==> src/pcc_pkg.sv <==
`timescale 1ns / 1ps

package pcc_pkg;

  // Sizes of the animation state.
  localparam int NUM_TIMERS  = 6;
  localparam int NUM_GROUPS  = 5;
  localparam int BLINK_TIMER = 5;

  // Command codes carried by an input word.
  localparam logic CMD_TIME   = 1'b0;
  localparam logic CMD_LOOKUP = 1'b1;

  // Register indexes on the configuration port.
  localparam logic [2:0] REG_MONITOR   = 3'd0;
  localparam logic [2:0] REG_SLIME     = 3'd1;
  localparam logic [2:0] REG_SHORE     = 3'd2;
  localparam logic [2:0] REG_SLOW_FIRE = 3'd3;
  localparam logic [2:0] REG_FAST_FIRE = 3'd4;
  localparam logic [2:0] REG_BLINK     = 3'd5;

  // Reset values of the periods, in milliseconds.
  localparam logic [15:0] PERIOD_RESET [NUM_TIMERS] =
    '{16'd100, 16'd200, 16'd200, 16'd200, 16'd142, 16'd33};

  // Ring groups: first palette index and ring length.
  localparam logic [7:0] RING_FIRST [NUM_GROUPS] = '{8'd233, 8'd229, 8'd248, 8'd238, 8'd243};
  localparam logic [2:0] RING_LEN   [NUM_GROUPS] = '{3'd5, 3'd4, 3'd6, 3'd5, 3'd5};

  // Blinking red ramp.
  localparam logic [7:0]  BLINK_INDEX      = 8'd254;
  localparam logic [7:0]  BLINK_TOP        = 8'd60;
  localparam logic [7:0]  BLINK_STEP_RESET = 8'd252;
  localparam logic [31:0] OTHER_COLOR      = 32'hFF00FF00;
  localparam logic [31:0] ALPHA_OPAQUE     = 32'hFF000000;
  localparam logic [31:0] RED_MASK         = 32'h00FF0000;

  typedef logic [15:0] period_t;
  typedef period_t [NUM_TIMERS-1:0] period_arr_t;
  typedef logic [2:0] phase_t;

  // Animation state seen by the colour lookup.
  typedef struct packed {
    phase_t [NUM_GROUPS-1:0] phase;
    logic [7:0]              blink_level;
    logic [7:0]              blink_step;
  } anim_t;

  // Colour ROM of the ring groups.
  function automatic logic [31:0] ring_color(input logic [2:0] grp, input logic [2:0] k);
    logic [31:0] c;
    c = 32'h0;
    case (grp)
      3'd0: begin
        case (k)
          3'd0: c = 32'hFF6B6B6F;
          3'd1: c = 32'hFF63677F;
          3'd2: c = 32'hFF576B8F;
          3'd3: c = 32'hFF0093A3;
          3'd4: c = 32'hFF6BBBFF;
          default: c = 32'h0;
        endcase
      end
      3'd1: begin
        case (k)
          3'd0: c = 32'hFF006C00;
          3'd1: c = 32'hFF0B7307;
          3'd2: c = 32'hFF1B7B0F;
          3'd3: c = 32'hFF2B831B;
          default: c = 32'h0;
        endcase
      end
      3'd2: begin
        case (k)
          3'd0: c = 32'hFF533F2B;
          3'd1: c = 32'hFF4B3B2B;
          3'd2: c = 32'hFF433727;
          3'd3: c = 32'hFF3F3327;
          3'd4: c = 32'hFF372F23;
          3'd5: c = 32'hFF332B23;
          default: c = 32'h0;
        endcase
      end
      3'd3: begin
        case (k)
          3'd0: c = 32'hFFFF0000;
          3'd1: c = 32'hFFD70000;
          3'd2: c = 32'hFF932B0B;
          3'd3: c = 32'hFFFF7700;
          3'd4: c = 32'hFFFF3B00;
          default: c = 32'h0;
        endcase
      end
      3'd4: begin
        case (k)
          3'd0: c = 32'hFF470000;
          3'd1: c = 32'hFF7B0000;
          3'd2: c = 32'hFFB30000;
          3'd3: c = 32'hFF7B0000;
          3'd4: c = 32'hFF470000;
          default: c = 32'h0;
        endcase
      end
      default: c = 32'h0;
    endcase
    return c;
  endfunction

endpackage

==> src/pcc_if.sv <==
`timescale 1ns / 1ps

// Input channel: time updates and colour lookups.
interface pcc_req_if;
  logic        valid;
  logic        ready;
  logic        command;
  logic [31:0] now_ms;
  logic [7:0]  pixel_index;

  modport source (output valid, command, now_ms, pixel_index, input ready);
  modport sink   (input valid, command, now_ms, pixel_index, output ready);
endinterface

// Result channel: one colour word per lookup.
interface pcc_rsp_if;
  logic        valid;
  logic        ready;
  logic [31:0] argb_color;

  modport source (output valid, argb_color, input ready);
  modport sink   (input valid, argb_color, output ready);
endinterface

==> src/pcc_apb_regs.sv <==
`timescale 1ns / 1ps

module pcc_apb_regs (
  input  logic                 clk,
  input  logic                 rst,
  input  logic                 psel,
  input  logic                 penable,
  input  logic                 pwrite,
  input  logic [4:0]           paddr,
  input  logic [31:0]          pwdata,
  output logic [31:0]          prdata,
  output logic                 pready,
  output pcc_pkg::period_arr_t periods
);

  logic [2:0] reg_idx;
  logic       wr_en;

  assign pready  = 1'b1;
  assign reg_idx = paddr[4:2];
  assign wr_en   = psel && penable && pwrite;

  // Period registers; writes beyond the register list are dropped.
  always_ff @(posedge clk) begin
    if (rst) begin
      for (int i = 0; i < pcc_pkg::NUM_TIMERS; i++) begin
        periods[i] <= pcc_pkg::PERIOD_RESET[i];
      end
    end else if (wr_en) begin
      unique case (reg_idx)
        pcc_pkg::REG_MONITOR:   periods[0] <= pwdata[15:0];
        pcc_pkg::REG_SLIME:     periods[1] <= pwdata[15:0];
        pcc_pkg::REG_SHORE:     periods[2] <= pwdata[15:0];
        pcc_pkg::REG_SLOW_FIRE: periods[3] <= pwdata[15:0];
        pcc_pkg::REG_FAST_FIRE: periods[4] <= pwdata[15:0];
        pcc_pkg::REG_BLINK:     periods[5] <= pwdata[15:0];
        default: ;
      endcase
    end
  end

  // Read back.
  always_comb begin
    unique case (reg_idx)
      pcc_pkg::REG_MONITOR:   prdata = {16'h0, periods[0]};
      pcc_pkg::REG_SLIME:     prdata = {16'h0, periods[1]};
      pcc_pkg::REG_SHORE:     prdata = {16'h0, periods[2]};
      pcc_pkg::REG_SLOW_FIRE: prdata = {16'h0, periods[3]};
      pcc_pkg::REG_FAST_FIRE: prdata = {16'h0, periods[4]};
      pcc_pkg::REG_BLINK:     prdata = {16'h0, periods[5]};
      default:                prdata = 32'h0;
    endcase
  end

  // A write to the blink period lands in the register on the next cycle.
  a_blink_write: assert property (@(posedge clk) disable iff (rst)
    (wr_en && reg_idx == pcc_pkg::REG_BLINK) |=> periods[5] == $past(pwdata[15:0]))
    else $error("blink period write lost");

endmodule

==> src/pcc_anim_state.sv <==
`timescale 1ns / 1ps

module pcc_anim_state (
  input  logic                 clk,
  input  logic                 rst,
  input  logic                 tick,
  input  logic [31:0]          now_ms,
  input  pcc_pkg::period_arr_t periods,
  output pcc_pkg::anim_t       anim
);

  logic [31:0] last_update_ms [pcc_pkg::NUM_TIMERS];
  logic [pcc_pkg::NUM_TIMERS-1:0] due;
  pcc_pkg::anim_t anim_next;

  // A timer is due when its last update plus its period lies below now.
  always_comb begin
    logic [31:0] limit;
    for (int t = 0; t < pcc_pkg::NUM_TIMERS; t++) begin
      limit  = last_update_ms[t] + {16'h0, periods[t]};
      due[t] = tick && (limit < now_ms);
    end
  end

  // Next phases and blink ramp.
  always_comb begin
    logic [2:0] p;
    logic [7:0] step;
    anim_next = anim;
    for (int g = 0; g < pcc_pkg::NUM_GROUPS; g++) begin
      p = anim.phase[g] + 3'd1;
      if (p >= pcc_pkg::RING_LEN[g]) begin
        p = 3'd0;
      end
      if (due[g]) begin
        anim_next.phase[g] = p;
      end
    end
    step = anim.blink_step;
    if (anim.blink_level == 8'd0 || anim.blink_level == pcc_pkg::BLINK_TOP) begin
      step = 8'd0 - anim.blink_step;
    end
    if (due[pcc_pkg::BLINK_TIMER]) begin
      anim_next.blink_step  = step;
      anim_next.blink_level = anim.blink_level + step;
    end
  end

  always_ff @(posedge clk) begin
    if (rst) begin
      anim.phase       <= '0;
      anim.blink_level <= 8'd0;
      anim.blink_step  <= pcc_pkg::BLINK_STEP_RESET;
      for (int t = 0; t < pcc_pkg::NUM_TIMERS; t++) begin
        last_update_ms[t] <= 32'h0;
      end
    end else begin
      anim <= anim_next;
      for (int t = 0; t < pcc_pkg::NUM_TIMERS; t++) begin
        if (due[t]) begin
          last_update_ms[t] <= now_ms;
        end
      end
    end
  end

  // The ramp stays on multiples of four between zero and the top.
  a_blink_range: assert property (@(posedge clk) disable iff (rst)
    anim.blink_level <= pcc_pkg::BLINK_TOP && anim.blink_level[1:0] == 2'b00 &&
    (anim.blink_step == 8'd4 || anim.blink_step == pcc_pkg::BLINK_STEP_RESET))
    else $error("blink ramp out of range");

  // The shore ring, the longest one, never passes its length.
  a_shore_phase: assert property (@(posedge clk) disable iff (rst)
    anim.phase[2] < pcc_pkg::RING_LEN[2])
    else $error("shore phase out of range");

endmodule

==> src/pcc_color_lookup.sv <==
`timescale 1ns / 1ps

module pcc_color_lookup (
  input  logic [7:0]     pixel_index,
  input  pcc_pkg::anim_t anim,
  output logic [31:0]    argb_color
);

  always_comb begin
    logic [7:0] off;
    logic [3:0] k;
    logic [7:0] red;
    argb_color = pcc_pkg::OTHER_COLOR;
    // Ring groups: rotate the offset by the phase, wrap once.
    for (int g = 0; g < pcc_pkg::NUM_GROUPS; g++) begin
      off = pixel_index - pcc_pkg::RING_FIRST[g];
      k   = {1'b0, off[2:0]} + {1'b0, anim.phase[g]};
      if (k >= {1'b0, pcc_pkg::RING_LEN[g]}) begin
        k = k - {1'b0, pcc_pkg::RING_LEN[g]};
      end
      if (pixel_index >= pcc_pkg::RING_FIRST[g] && off < {5'd0, pcc_pkg::RING_LEN[g]}) begin
        argb_color = pcc_pkg::ring_color(3'(g), k[2:0]);
      end
    end
    // Blinking red.
    red = anim.blink_step + anim.blink_level;
    if (pixel_index == pcc_pkg::BLINK_INDEX) begin
      argb_color = pcc_pkg::ALPHA_OPAQUE | (pcc_pkg::RED_MASK & {8'h0, red, 16'h0});
    end
  end

endmodule

==> src/palette_color_cycler.sv <==
`timescale 1ns / 1ps

// Colour-cycling palette for an 8-bit indexed display.
// Input channel req carries words with a command bit: a time update brings
// now_ms and advances each animation whose timer has run out; a lookup
// brings pixel_index and yields one word on rsp with its ARGB colour.
// Time updates give no result word.
// The APB port holds six 16-bit animation periods at byte addresses 4*i;
// write them only while no word is in flight.
// A lookup passes through the input register and then the result register
// before its colour is offered on rsp.
// Throughput: one word per cycle while rsp does not stall, set by the input
// register feeding the combinational colour lookup and output register.
// When rsp stalls, a lookup waits in the input register and req stays
// ready only while that register can still move on; time updates pass
// even while a result waits. Reset restores the period defaults, clears
// timers and phases, resets the blink ramp, and empties both registers.
module palette_color_cycler (
  input  logic        clk,
  input  logic        rst,
  input  logic        psel,
  input  logic        penable,
  input  logic        pwrite,
  input  logic [4:0]  paddr,
  input  logic [31:0] pwdata,
  output logic [31:0] prdata,
  output logic        pready,
  pcc_req_if.sink     req,
  pcc_rsp_if.source   rsp
);

  pcc_pkg::period_arr_t periods;
  pcc_pkg::anim_t       anim;

  logic        s1_valid;
  logic        s1_command;
  logic [31:0] s1_now_ms;
  logic [7:0]  s1_index;
  logic        out_valid;
  logic [31:0] out_color;
  logic [31:0] color;
  logic        s1_lookup;
  logic        s1_fire;
  logic        tick;

  pcc_apb_regs u_regs (
    .clk     (clk),
    .rst     (rst),
    .psel    (psel),
    .penable (penable),
    .pwrite  (pwrite),
    .paddr   (paddr),
    .pwdata  (pwdata),
    .prdata  (prdata),
    .pready  (pready),
    .periods (periods)
  );

  pcc_anim_state u_anim (
    .clk     (clk),
    .rst     (rst),
    .tick    (tick),
    .now_ms  (s1_now_ms),
    .periods (periods),
    .anim    (anim)
  );

  pcc_color_lookup u_lookup (
    .pixel_index (s1_index),
    .anim        (anim),
    .argb_color  (color)
  );

  // Flow control: a lookup needs a free output register, a time update does not.
  assign s1_lookup = s1_command == pcc_pkg::CMD_LOOKUP;
  assign s1_fire   = s1_valid && (!s1_lookup || !out_valid || rsp.ready);
  assign tick      = s1_fire && !s1_lookup;
  assign req.ready = !s1_valid || s1_fire;

  // Input register.
  always_ff @(posedge clk) begin
    if (rst) begin
      s1_valid <= 1'b0;
    end else if (req.ready) begin
      s1_valid <= req.valid;
    end
  end

  always_ff @(posedge clk) begin
    if (req.valid && req.ready) begin
      s1_command <= req.command;
      s1_now_ms  <= req.now_ms;
      s1_index   <= req.pixel_index;
    end
  end

  // Result register.
  always_ff @(posedge clk) begin
    if (rst) begin
      out_valid <= 1'b0;
    end else if (s1_fire && s1_lookup) begin
      out_valid <= 1'b1;
    end else if (rsp.ready) begin
      out_valid <= 1'b0;
    end
  end

  always_ff @(posedge clk) begin
    if (s1_fire && s1_lookup) begin
      out_color <= color;
    end
  end

  assign rsp.valid      = out_valid;
  assign rsp.argb_color = out_color;

  // A result word only ever comes from a lookup that left the input register.
  a_result_from_lookup: assert property (@(posedge clk) disable iff (rst)
    $rose(out_valid) |-> $past(s1_fire && s1_lookup))
    else $error("result word without a lookup");

  // A lookup blocked by a stalled result stays in the input register.
  a_lookup_held: assert property (@(posedge clk) disable iff (rst)
    (s1_valid && s1_lookup && out_valid && !rsp.ready) |=> (s1_valid && s1_lookup))
    else $error("blocked lookup lost");

endmodule

==> src/flat_wrapper.sv <==
// flat-port wrapper written by rule: the top's interface ports become plain ports
module palette_color_cycler_flat 
  (clk, rst, psel, penable, pwrite, paddr, pwdata, prdata, pready, req_valid, req_command, req_now_ms, req_pixel_index, req_ready, rsp_valid, rsp_argb_color, rsp_ready);
  pcc_req_if req_i ();
  pcc_rsp_if rsp_i ();
  input  logic clk;
  input  logic rst;
  input  logic psel;
  input  logic penable;
  input  logic pwrite;
  input  logic [4:0] paddr;
  input  logic [31:0] pwdata;
  output logic [31:0] prdata;
  output logic pready;
  input wire logic [$bits(req_i.valid)-1:0] req_valid;
  input wire logic [$bits(req_i.command)-1:0] req_command;
  input wire logic [$bits(req_i.now_ms)-1:0] req_now_ms;
  input wire logic [$bits(req_i.pixel_index)-1:0] req_pixel_index;
  output wire logic [$bits(req_i.ready)-1:0] req_ready;
  output wire logic [$bits(rsp_i.valid)-1:0] rsp_valid;
  output wire logic [$bits(rsp_i.argb_color)-1:0] rsp_argb_color;
  input wire logic [$bits(rsp_i.ready)-1:0] rsp_ready;
  assign req_i.valid = req_valid;
  assign req_i.command = req_command;
  assign req_i.now_ms = req_now_ms;
  assign req_i.pixel_index = req_pixel_index;
  assign req_ready = req_i.ready;
  assign rsp_valid = rsp_i.valid;
  assign rsp_argb_color = rsp_i.argb_color;
  assign rsp_i.ready = rsp_ready;
  palette_color_cycler u_core (.clk(clk), .rst(rst), .psel(psel), .penable(penable), .pwrite(pwrite), .paddr(paddr), .pwdata(pwdata), .prdata(prdata), .pready(pready), .req(req_i), .rsp(rsp_i));
endmodule
==> config.mk <==
export PLATFORM = sky130hd
export DESIGN_NAME = palette_color_cycler_flat
export DESIGN_NICKNAME = d
export VERILOG_FILES = /design/src/pcc_pkg.sv /design/src/pcc_if.sv /design/src/pcc_apb_regs.sv /design/src/pcc_anim_state.sv /design/src/pcc_color_lookup.sv /design/src/palette_color_cycler.sv /design/src/flat_wrapper.sv
export SDC_FILE = /design/constraint.sdc
export NUM_CORES = 1
export LEC_CHECK = 0
export BUFFER_PORTS_ARGS = -buffer_cell sky130_fd_sc_hd__buf_2
export CORE_UTILIZATION = 55
export CTS_BUF_LIST = sky130_fd_sc_hd__clkbuf_2
export DETAILED_ROUTE_END_ITERATION = 6
export PLACE_DENSITY = 0.76
export SETUP_SLACK_MARGIN = 0.05
export SLEW_MARGIN = 20
export SYNTH_ARGS = -nofsm -noshare
export SYNTH_HDL_FRONTEND = slang
export SYNTH_HIERARCHICAL = 1
export SYNTH_SLANG_ARGS = --single-unit
==> constraint.sdc <==
create_clock -name clk -period 4.57 [get_ports clk]
set_input_delay 0.457 -clock clk [delete_from_list [all_inputs] [get_ports clk]]
set_output_delay 0.457 -clock clk [all_outputs]
set_load 0.05 [all_outputs]
==> metrics.md, run 1 <==
| Metric | Value |
|---|---|
| Status | `finished with violations` |
| Failing checks | `negative setup slack` |
| Dominant cell type by area after synthesis | `edfxtp_1` |
| Total power | `8.759 mW` |
| Io pins | `152` |
| Unrepaired setup endpoints after global routing | `yes` |
| Clock latency on the worst-skew pair | `1210 ps` |
| CTS Buf Count | `104` |
| Critical Path Sink Type | `register` |
| Total routed wirelength | `92.56 mm` |
| Cell Area, Synth | `0.02865 mm²` |
| Synth top area share | `27.77%` |
| Pwr dens | `257.9 mW/mm²` |
| Initial antenna violation count | `3` |
| Vias in the first global route | `25830` |
| PnR worst setup slack | `-196.3 ps` |
| Syn_area_per_cell | `9.448 µm²` |
| Fin cells | `4218` |
| Inst Count DP | `3863` |
| Core Util, Final | `66.06%` |
| Hold Vio Cnt, Final | `0` |
| Min Tclk post-route | `4766 ps` |
| Worst-Margin Slew | `1175 ps` |
| GRT Total Usage | `34.36%` |
| # rows | `83` |
| Worst setup path category | `reg2reg` |
| Layout cell share with drive strength beyond 1 | `17.83%` |
| First-pass GRT wire length | `140.6 mm` |
| Worst EP required | `5570 ps` |
| Yosys cell types | `101` |
| Slew HR | `21.59%` |
| Synthesized flop and latch total | `390` |
| Via density | `6.136` |
| Detailed placement HPWL | `66.27 mm` |
| Worst Path Buf+Inv | `9` |
| Cells after Synth | `3033` |
| Worst-path clk slew | `110 ps` |
| Worst path most repeated cell | `buf_4` |
| Ys async rst share | `0%` |
| Initial core utilization | `55.74%` |
| Port bufs | `116` |
| Layout overhead on the synthesized area | `18.51%` |
| Initial drt markers | `2408` |
| Hold WS | `80.40 ps` |
| Peak supply drop | `222.8 µV` |
| Ys flop type | `edfxtp_1` |
| CP Launch Type | `register` |
| Slew Viols, Final | `0` |
| Max frequency | `209.8 MHz` |
| Number of nets in the layout | `3881` |
| Clock root buffer master | `clkbuf_2` |
| Worst slack, placed | `-293.3 ps` |
| Worst Hold Class | `in2reg` |
| Top cells by area, synth | `edfxtp_1 (28%), ha_1 (15%), dfxtp_1 (8.7%)` |
| EDFF count, synth | `265` |
| CTS Sinks | `390` |
| Leakage | `14.86 nW` |
| Final ANT Viol Nets | `0` |
| Die width | `230.3 µm` |
| CP top delay family | `compound AO/OA/AOI/OAI gates` |
| DRC | `0` |
| CTS tree | `done` |
| DRT Pass-1 Iters | `6` |
| Die height | `230.3 µm` |
| Max stage delay on crit path | `390 ps` |
| Pin count of the biggest net entering global routing | `47` |
| Worst Skew | `95.83 ps` |
| CTS max path bufs | `3` |
| Setup-failing EPs final | `108` |
| Core box area | `0.05141 mm²` |
| H-tree depth | `3` |
| Crit path arrival time | `5770 ps` |
| Critical Path Fanout Max | `14` |
| Share of the yosys chip area belonging to registers | `36.50%` |
| Gpl congestion | `0.9848` |
| Grt total ovfl | `0` |
| Synth Warn # | `6` |
| Max_cap viols | `0` |
| Tcrit/Tclk final | `104.3%` |
| Wirelength per Cell | `21.94 µm` |
| Vias | `25880` |
| Critical path's slowest cell | `edfxtp_1` |
| Die ar. | `0.05302 mm²` |
==> routing by layer <==
metal	share of wire [%]	vias up	GRT usage (%)	wire length [µm]
met5	0	-	0	0
met4	6.0	0	20.30	5598
met3	8.1	345	6.399	7472
met2	47	1287	56.57	43340
met1	39	12270	41.92	36150
li1	-	11980	-	-
==> cells in the mapped netlist, types with 29 or more instances <==
| cell type | instances |
|---|---|
| a211oi_1 | 31 |
| a21o_1 | 69 |
| a21oi_1 | 210 |
| buf_4 | 42 |
| clkbuf_1 | 49 |
| dfxtp_1 | 125 |
| edfxtp_1 | 265 |
| ha_1 | 340 |
| inv_1 | 142 |
| mux2_2 | 29 |
| mux2i_1 | 63 |
| nand2_1 | 171 |
| nand2b_1 | 78 |
| nand3_1 | 124 |
| nand4_1 | 56 |
| nor2_1 | 355 |
| nor2b_1 | 32 |
| nor3_1 | 46 |
| o21a_1 | 32 |
| o21ai_0 | 161 |
| xnor2_1 | 133 |
| xor2_1 | 58 |
==> timing repair <==
action | in CTS | in global routing
resized for setup | 88 | 56
cloned | 5 | 1
buffers inserted | 20 | 5
hold endpoints to repair | 189 | 0
pin swaps | 30 | 25
setup endpoints to repair | 366 | 410
hold buffers | 124 | 0
==> registers in the layout, indices dropped and copies added, names as in the netlist <==
| register | cells |
|---|---|
| u_core/rsp.argb_color | 32 |
| u_core/rsp.valid | 1 |
| u_core/s1_valid | 1 |
| u_core/u_anim/anim | 27 |
| u_core/u_anim/last_update_ms | 192 |
| u_core/s1_index | 8 |
| u_core/s1_command | 1 |
| u_core/u_regs/periods | 96 |
| u_core/s1_now_ms | 32 |
==> where the power goes <==
part           total, mW  internal [mW]  switching [mW]
Clock               2.75           1.12            1.63
Combinational       1.98          0.789            1.19
Sequential          4.03           3.92           0.105
==> path summary, 6_finish.rpt <==
check,slack [ps],end,cells after the start,start
worst min-delay path,80,u_core/s1_now_ms[1],2,req_now_ms[1]
worst min register to register,510,u_core/u_regs/periods[47],2,u_core/u_regs/periods[47]
worst max-delay path,-200,u_core/u_anim/anim[4],26,u_core/u_anim/last_update_ms[5][0]
worst max register to register,-200,u_core/u_anim/anim[4],26,u_core/u_anim/last_update_ms[5][0]
==> cell usage in the layout (no fill, tap or decap), types with 12 or more instances in the layout <==
master and count:
and3_1 24, o21bai_1 13, nor3_1 41, o21ai_1 17, ha_1 336, o211ai_1 23
dlygate4sd3_1 123, a22oi_1 14, mux2_2 29, a21oi_1 204, conb_1 22, nor4_1 12
nand4_1 56, clkinv_2 14, a31oi_1 18, a211o_1 14, edfxtp_1 265, a21o_1 69
nand2b_1 78, xor2_1 58, and2_1 13, and4_1 13, nand3_1 124, mux2i_1 63
buf_2 115, nor2_1 346, o21a_1 31, dfxtp_1 122, buf_12 23, or3_1 12
nand2_1 165, xnor2_1 133, buf_4 152, clkinv_1 26, inv_1 140, nor2b_1 27
o21ai_0 155, clkbuf_2 149, a211oi_1 20
==> stage by stage <==
step | cell area, µm² | TNS [ps]
after floorplan | 28740 | -6339
after global placement | 30610 | -16890
after detailed placement | 30610 | -42480
after CTS | 33590 | -1156
after global routing | 33950 | -55900
final | 33960 | -11330
==> cells by family after synthesis <==
| family | share of synthesized area, % |
|---|---|
| simple gates | 17.13 |
| fa+ha+maj | 15.75 |
| mux | 3.471 |
| compound gates | 16.36 |
| xor+xnor | 5.895 |
| buf+inv | 4.842 |
| flops | 36.50 |
| other cells | 0.05238 |
==> cell type report <==
| type | instances | area, µm² |
|---|---|---|
| antenna | 5 | 12.51 |
| clock buffer | 149 | 745.7 |
| clock inverter | 47 | 302.8 |
| fill | 4089 | 17450 |
| inverter | 142 | 533.0 |
| multi-input combinational | 2382 | 17450 |
| sequential | 390 | 10460 |
| tap | 680 | 850.8 |
| timing repair buffer | 423 | 3600 |
(Power assumes the default switching activity.)
==> inputs of run 2 (changes only) <==
--- a/config.mk
+++ b/config.mk
@@ -6,10 +6,12 @@
 export NUM_CORES = 1
 export LEC_CHECK = 0
 export BUFFER_PORTS_ARGS = -buffer_cell sky130_fd_sc_hd__buf_2
+export CORE_MARGIN = 2
 export CORE_UTILIZATION = 55
 export CTS_BUF_LIST = sky130_fd_sc_hd__clkbuf_2
 export DETAILED_ROUTE_END_ITERATION = 6
 export PLACE_DENSITY = 0.76
+export REMOVE_ABC_BUFFERS = 1
 export SETUP_SLACK_MARGIN = 0.05
 export SLEW_MARGIN = 20
 export SYNTH_ARGS = -nofsm -noshare
==> run 2 against run 1 <==
Compared with the run above: the run still ends with negative setup slack left; worst hold slack improved by 20 ps; die area is 1.7% higher; sequential power barely moved; clock skew increased by 45 ps; clock power is 5% lower; combinational power about the same.
==> metrics.md, run 2 (same netlist as run 1, synthesis figures left out) <==
| Metric | Value |
|---|---|
| Status | `finished with violations (unchanged)` |
| Failing checks | `negative setup slack (unchanged)` |
| Core Util, Final | `66.62% (was 66.06%)` |
| Min Tclk post-route | `4719 ps (was 4766 ps)` |
| Critical Path Sink Type | `register (unchanged)` |
| Total routed wirelength | `90.96 mm (was 92.56 mm)` |
| CTS max path bufs | `3 (unchanged)` |
| Hold Vio Cnt, Final | `0 (unchanged)` |
| Worst-path clk slew | `110 ps (about the same)` |
| PnR worst setup slack | `-148.8 ps (was -196.3 ps)` |
| Worst slack, placed | `-317.8 ps (was -293.3 ps)` |
| # rows | `83 (unchanged)` |
| Fin cells | `4236 (was 4218)` |
| Initial antenna violation count | `5 (was 3)` |
| Die ar. | `0.05394 mm² (was 0.05302 mm²)` |
| Port bufs | `116 (unchanged)` |
| Clock root buffer master | `clkbuf_2 (unchanged)` |
| Worst EP required | `5670 ps (was 5570 ps)` |
| Detailed placement HPWL | `63.98 mm (was 66.27 mm)` |
| Gpl congestion | `0.9687 (was 0.9848)` |
| First-pass GRT wire length | `134.1 mm (was 140.6 mm)` |
| Slew Viols, Final | `0 (unchanged)` |
| CP Launch Type | `register (unchanged)` |
| H-tree depth | `3 (unchanged)` |
| Crit path cell chain | `ha_4 -> buf_4 -> a211o_1 -> a2111oi_4 -> o31ai_4 -> nor4_2 -> nor3_2 -> buf_4 -> nand3_2 -> xnor2_1 -> ha_1 -> nand4_1 -> buf_4 -> nor4_4 -> o211ai_1 -> a31oi_1 -> buf_4 -> or2_4 -> buf_12 -> buf_4 -> mux2i_1 -> nor2_1` |
| Wirelength per Cell | `21.47 µm (was 21.94 µm)` |
| Worst Hold Class | `in2reg (unchanged)` |
| Die width | `232.3 µm (was 230.3 µm)` |
| DRC | `0 (unchanged)` |
| Setup-failing EPs final | `74 (was 108)` |
| Inst Count DP | `3841 (was 3863)` |
| Max_cap viols | `0 (unchanged)` |
| Worst Skew | `140.7 ps (was 95.83 ps)` |
| Slew HR | `25.97% (was 21.59%)` |
| GRT Total Usage | `32.02% (was 34.36%)` |
| CTS tree | `done (unchanged)` |
| Critical path's slowest cell | `a2111oi_4 (was edfxtp_1)` |
| Worst-Margin Slew | `1107 ps (was 1175 ps)` |
| Peak supply drop | `207.8 µV (was 222.8 µV)` |
| Io pins | `152 (unchanged)` |
| DRT Pass-1 Iters | `6 (unchanged)` |
| Max frequency | `211.9 MHz (was 209.8 MHz)` |
| Vias in the first global route | `25520 (was 25830)` |
| Vias | `26310 (was 25880)` |
| Registers with the most flip-flops | `u_core/u_anim/last_update_ms (192), u_core/u_regs/periods (96) (unchanged)` |
| Crit path arrival time | `5820 ps (was 5770 ps)` |
| Final ANT Viol Nets | `0 (unchanged)` |
| Max FFs per register | `192 (unchanged)` |
| Number of nets in the layout | `3897 (was 3881)` |
| Layout cell share with drive strength beyond 1 | `19.31% (was 17.83%)` |
| CTS Sinks | `390 (unchanged)` |
| Initial drt markers | `2563 (was 2408)` |
| Pwr dens | `252.4 mW/mm² (was 257.9 mW/mm²)` |
| Worst setup path category | `reg2reg (unchanged)` |
| Worst Path Buf+Inv | `6 (was 9)` |
| Grt total ovfl | `0 (unchanged)` |
| Core box area | `0.05141 mm² (unchanged)` |
| Tcrit/Tclk final | `103.3% (was 104.3%)` |
| Critical Path Fanout Max | `8 (was 14)` |
| Worst path most repeated cell | `buf_4 (unchanged)` |
| Die height | `232.3 µm (was 230.3 µm)` |
| Via density | `6.211 (was 6.136)` |
| Most frequent cells in the layout | `nor2_1 (349), ha_1 (331), edfxtp_1 (265), a21oi_1 (199) (was nor2_1 (346), ha_1 (336), edfxtp_1 (265), a21oi_1 (204), nand2_1 (165))` |
| Layout overhead on the synthesized area | `19.50% (was 18.51%)` |
| Initial core utilization | `55.74% (unchanged)` |
| Total power | `8.643 mW (was 8.759 mW)` |
| CTS Buf Count | `107 (was 104)` |
| Biggest register | `u_core/u_anim/last_update_ms (unchanged)` |
| Max stage delay on crit path | `480 ps (was 390 ps)` |
| Leakage | `15.03 nW (was 14.86 nW)` |
| CP top delay family | `compound AO/OA/AOI/OAI gates (unchanged)` |
| Most common cell after layout, fill and taps aside | `nor2_1 (unchanged)` |
| Clock latency on the worst-skew pair | `1250 ps (was 1210 ps)` |
| Unrepaired setup endpoints after global routing | `yes (unchanged)` |
| Pin count of the biggest net entering global routing | `58 (was 47)` |
==> run 2: cell types whose count changed in the layout (fill, tap and decap cells not counted), moves of 8 or more <==
cell	previous run	this run
clkbuf_2	149	163
buf_12	23	14
buf_6	5	14
clkbuf_16	1	9
nor2_4	8	0
o21ai_0	155	147
==> run 2: layer usage <==
| metal | wire (µm) | part of all wire [%] | track usage (%) | vias up |
|---|---|---|---|---|
| li1 | - | - | - | 12010 |
| met1 | 36020 | 40 | 40.12 | 12670 |
| met2 | 43090 | 47 | 53.89 | 1329 |
| met3 | 7534 | 8.3 | 5.403 | 300 |
| met4 | 4310 | 4.7 | 14.72 | 0 |
| met5 | 0 | 0 | 0 | - |
==> run 2: area by class of cell <==
| class | count | area [µm²] |
|---|---|---|
| fill | 4012 | 17160 |
| tap | 680 | 850.8 |
| clock buffer | 163 | 815.8 |
| inverter | 142 | 533.0 |
| sequential | 390 | 10470 |
| clock inverter | 34 | 178.9 |
| multi-input combinational | 2382 | 17630 |
| timing repair buffer | 436 | 3749 |
| antenna | 9 | 22.52 |
==> run 2: repair_timing <==
item,CTS,global route
pin swaps,26,72
gates cloned,4,10
hold endpoints to repair,190,0
setup endpoints to repair,400,410
buffers inserted,13,40
resized for setup,58,151
hold buffers,129,0
==> run 2: worst register-to-register path, stage by stage (launching register included) <==
cell,delay (ps)
edfxtp_1,420
ha_4,180
buf_4,130
a211o_1,310
a2111oi_4,480
o31ai_4,140
nor4_2,250
nor3_2,70
buf_4,190
nand3_2,100
xnor2_1,70
ha_1,300
nand4_1,180
buf_4,200
nor4_4,330
o211ai_1,180
a31oi_1,180
buf_4,170
or2_4,240
buf_12,160
buf_4,110
mux2i_1,170
nor2_1,50
==> run 2: final timing paths <==
check                        endpoint  slack (ps)                                from  depth (start not counted)
max reg2reg    u_core/u_anim/anim[12]        -150  u_core/u_anim/last_update_ms[5][0]                         22
max            u_core/u_anim/anim[12]        -150  u_core/u_anim/last_update_ms[5][0]                         22
min reg2reg  u_core/u_regs/periods[0]         510            u_core/u_regs/periods[0]                          2
min          u_core/u_regs/periods[7]         100                           pwdata[7]                          4
==> run 2: stage by stage <==
| stage | area [µm²] | hold WS, ps | setup TNS, ps |
|---|---|---|---|
| global route | 34240 | 27.34 | -12280 |
| floorplan | 27870 | 461.3 | -170810 |
| detailed placement | 30380 | 495.0 | -27090 |
| global placement | 30380 | 479.4 | -12000 |
| CTS | 33120 | 27.87 | 0 |
| finish | 34240 | 99.92 | -7419 |
==> run 2: power breakdown <==
group	switching [mW]	total, mW	internal, mW	leakage, nW
clock network	1.59	2.60	1.02	0.771
registers	0.104	4.03	3.92	3.70
logic	1.20	2.01	0.808	10.6
total	2.89	8.64	5.75	15.0
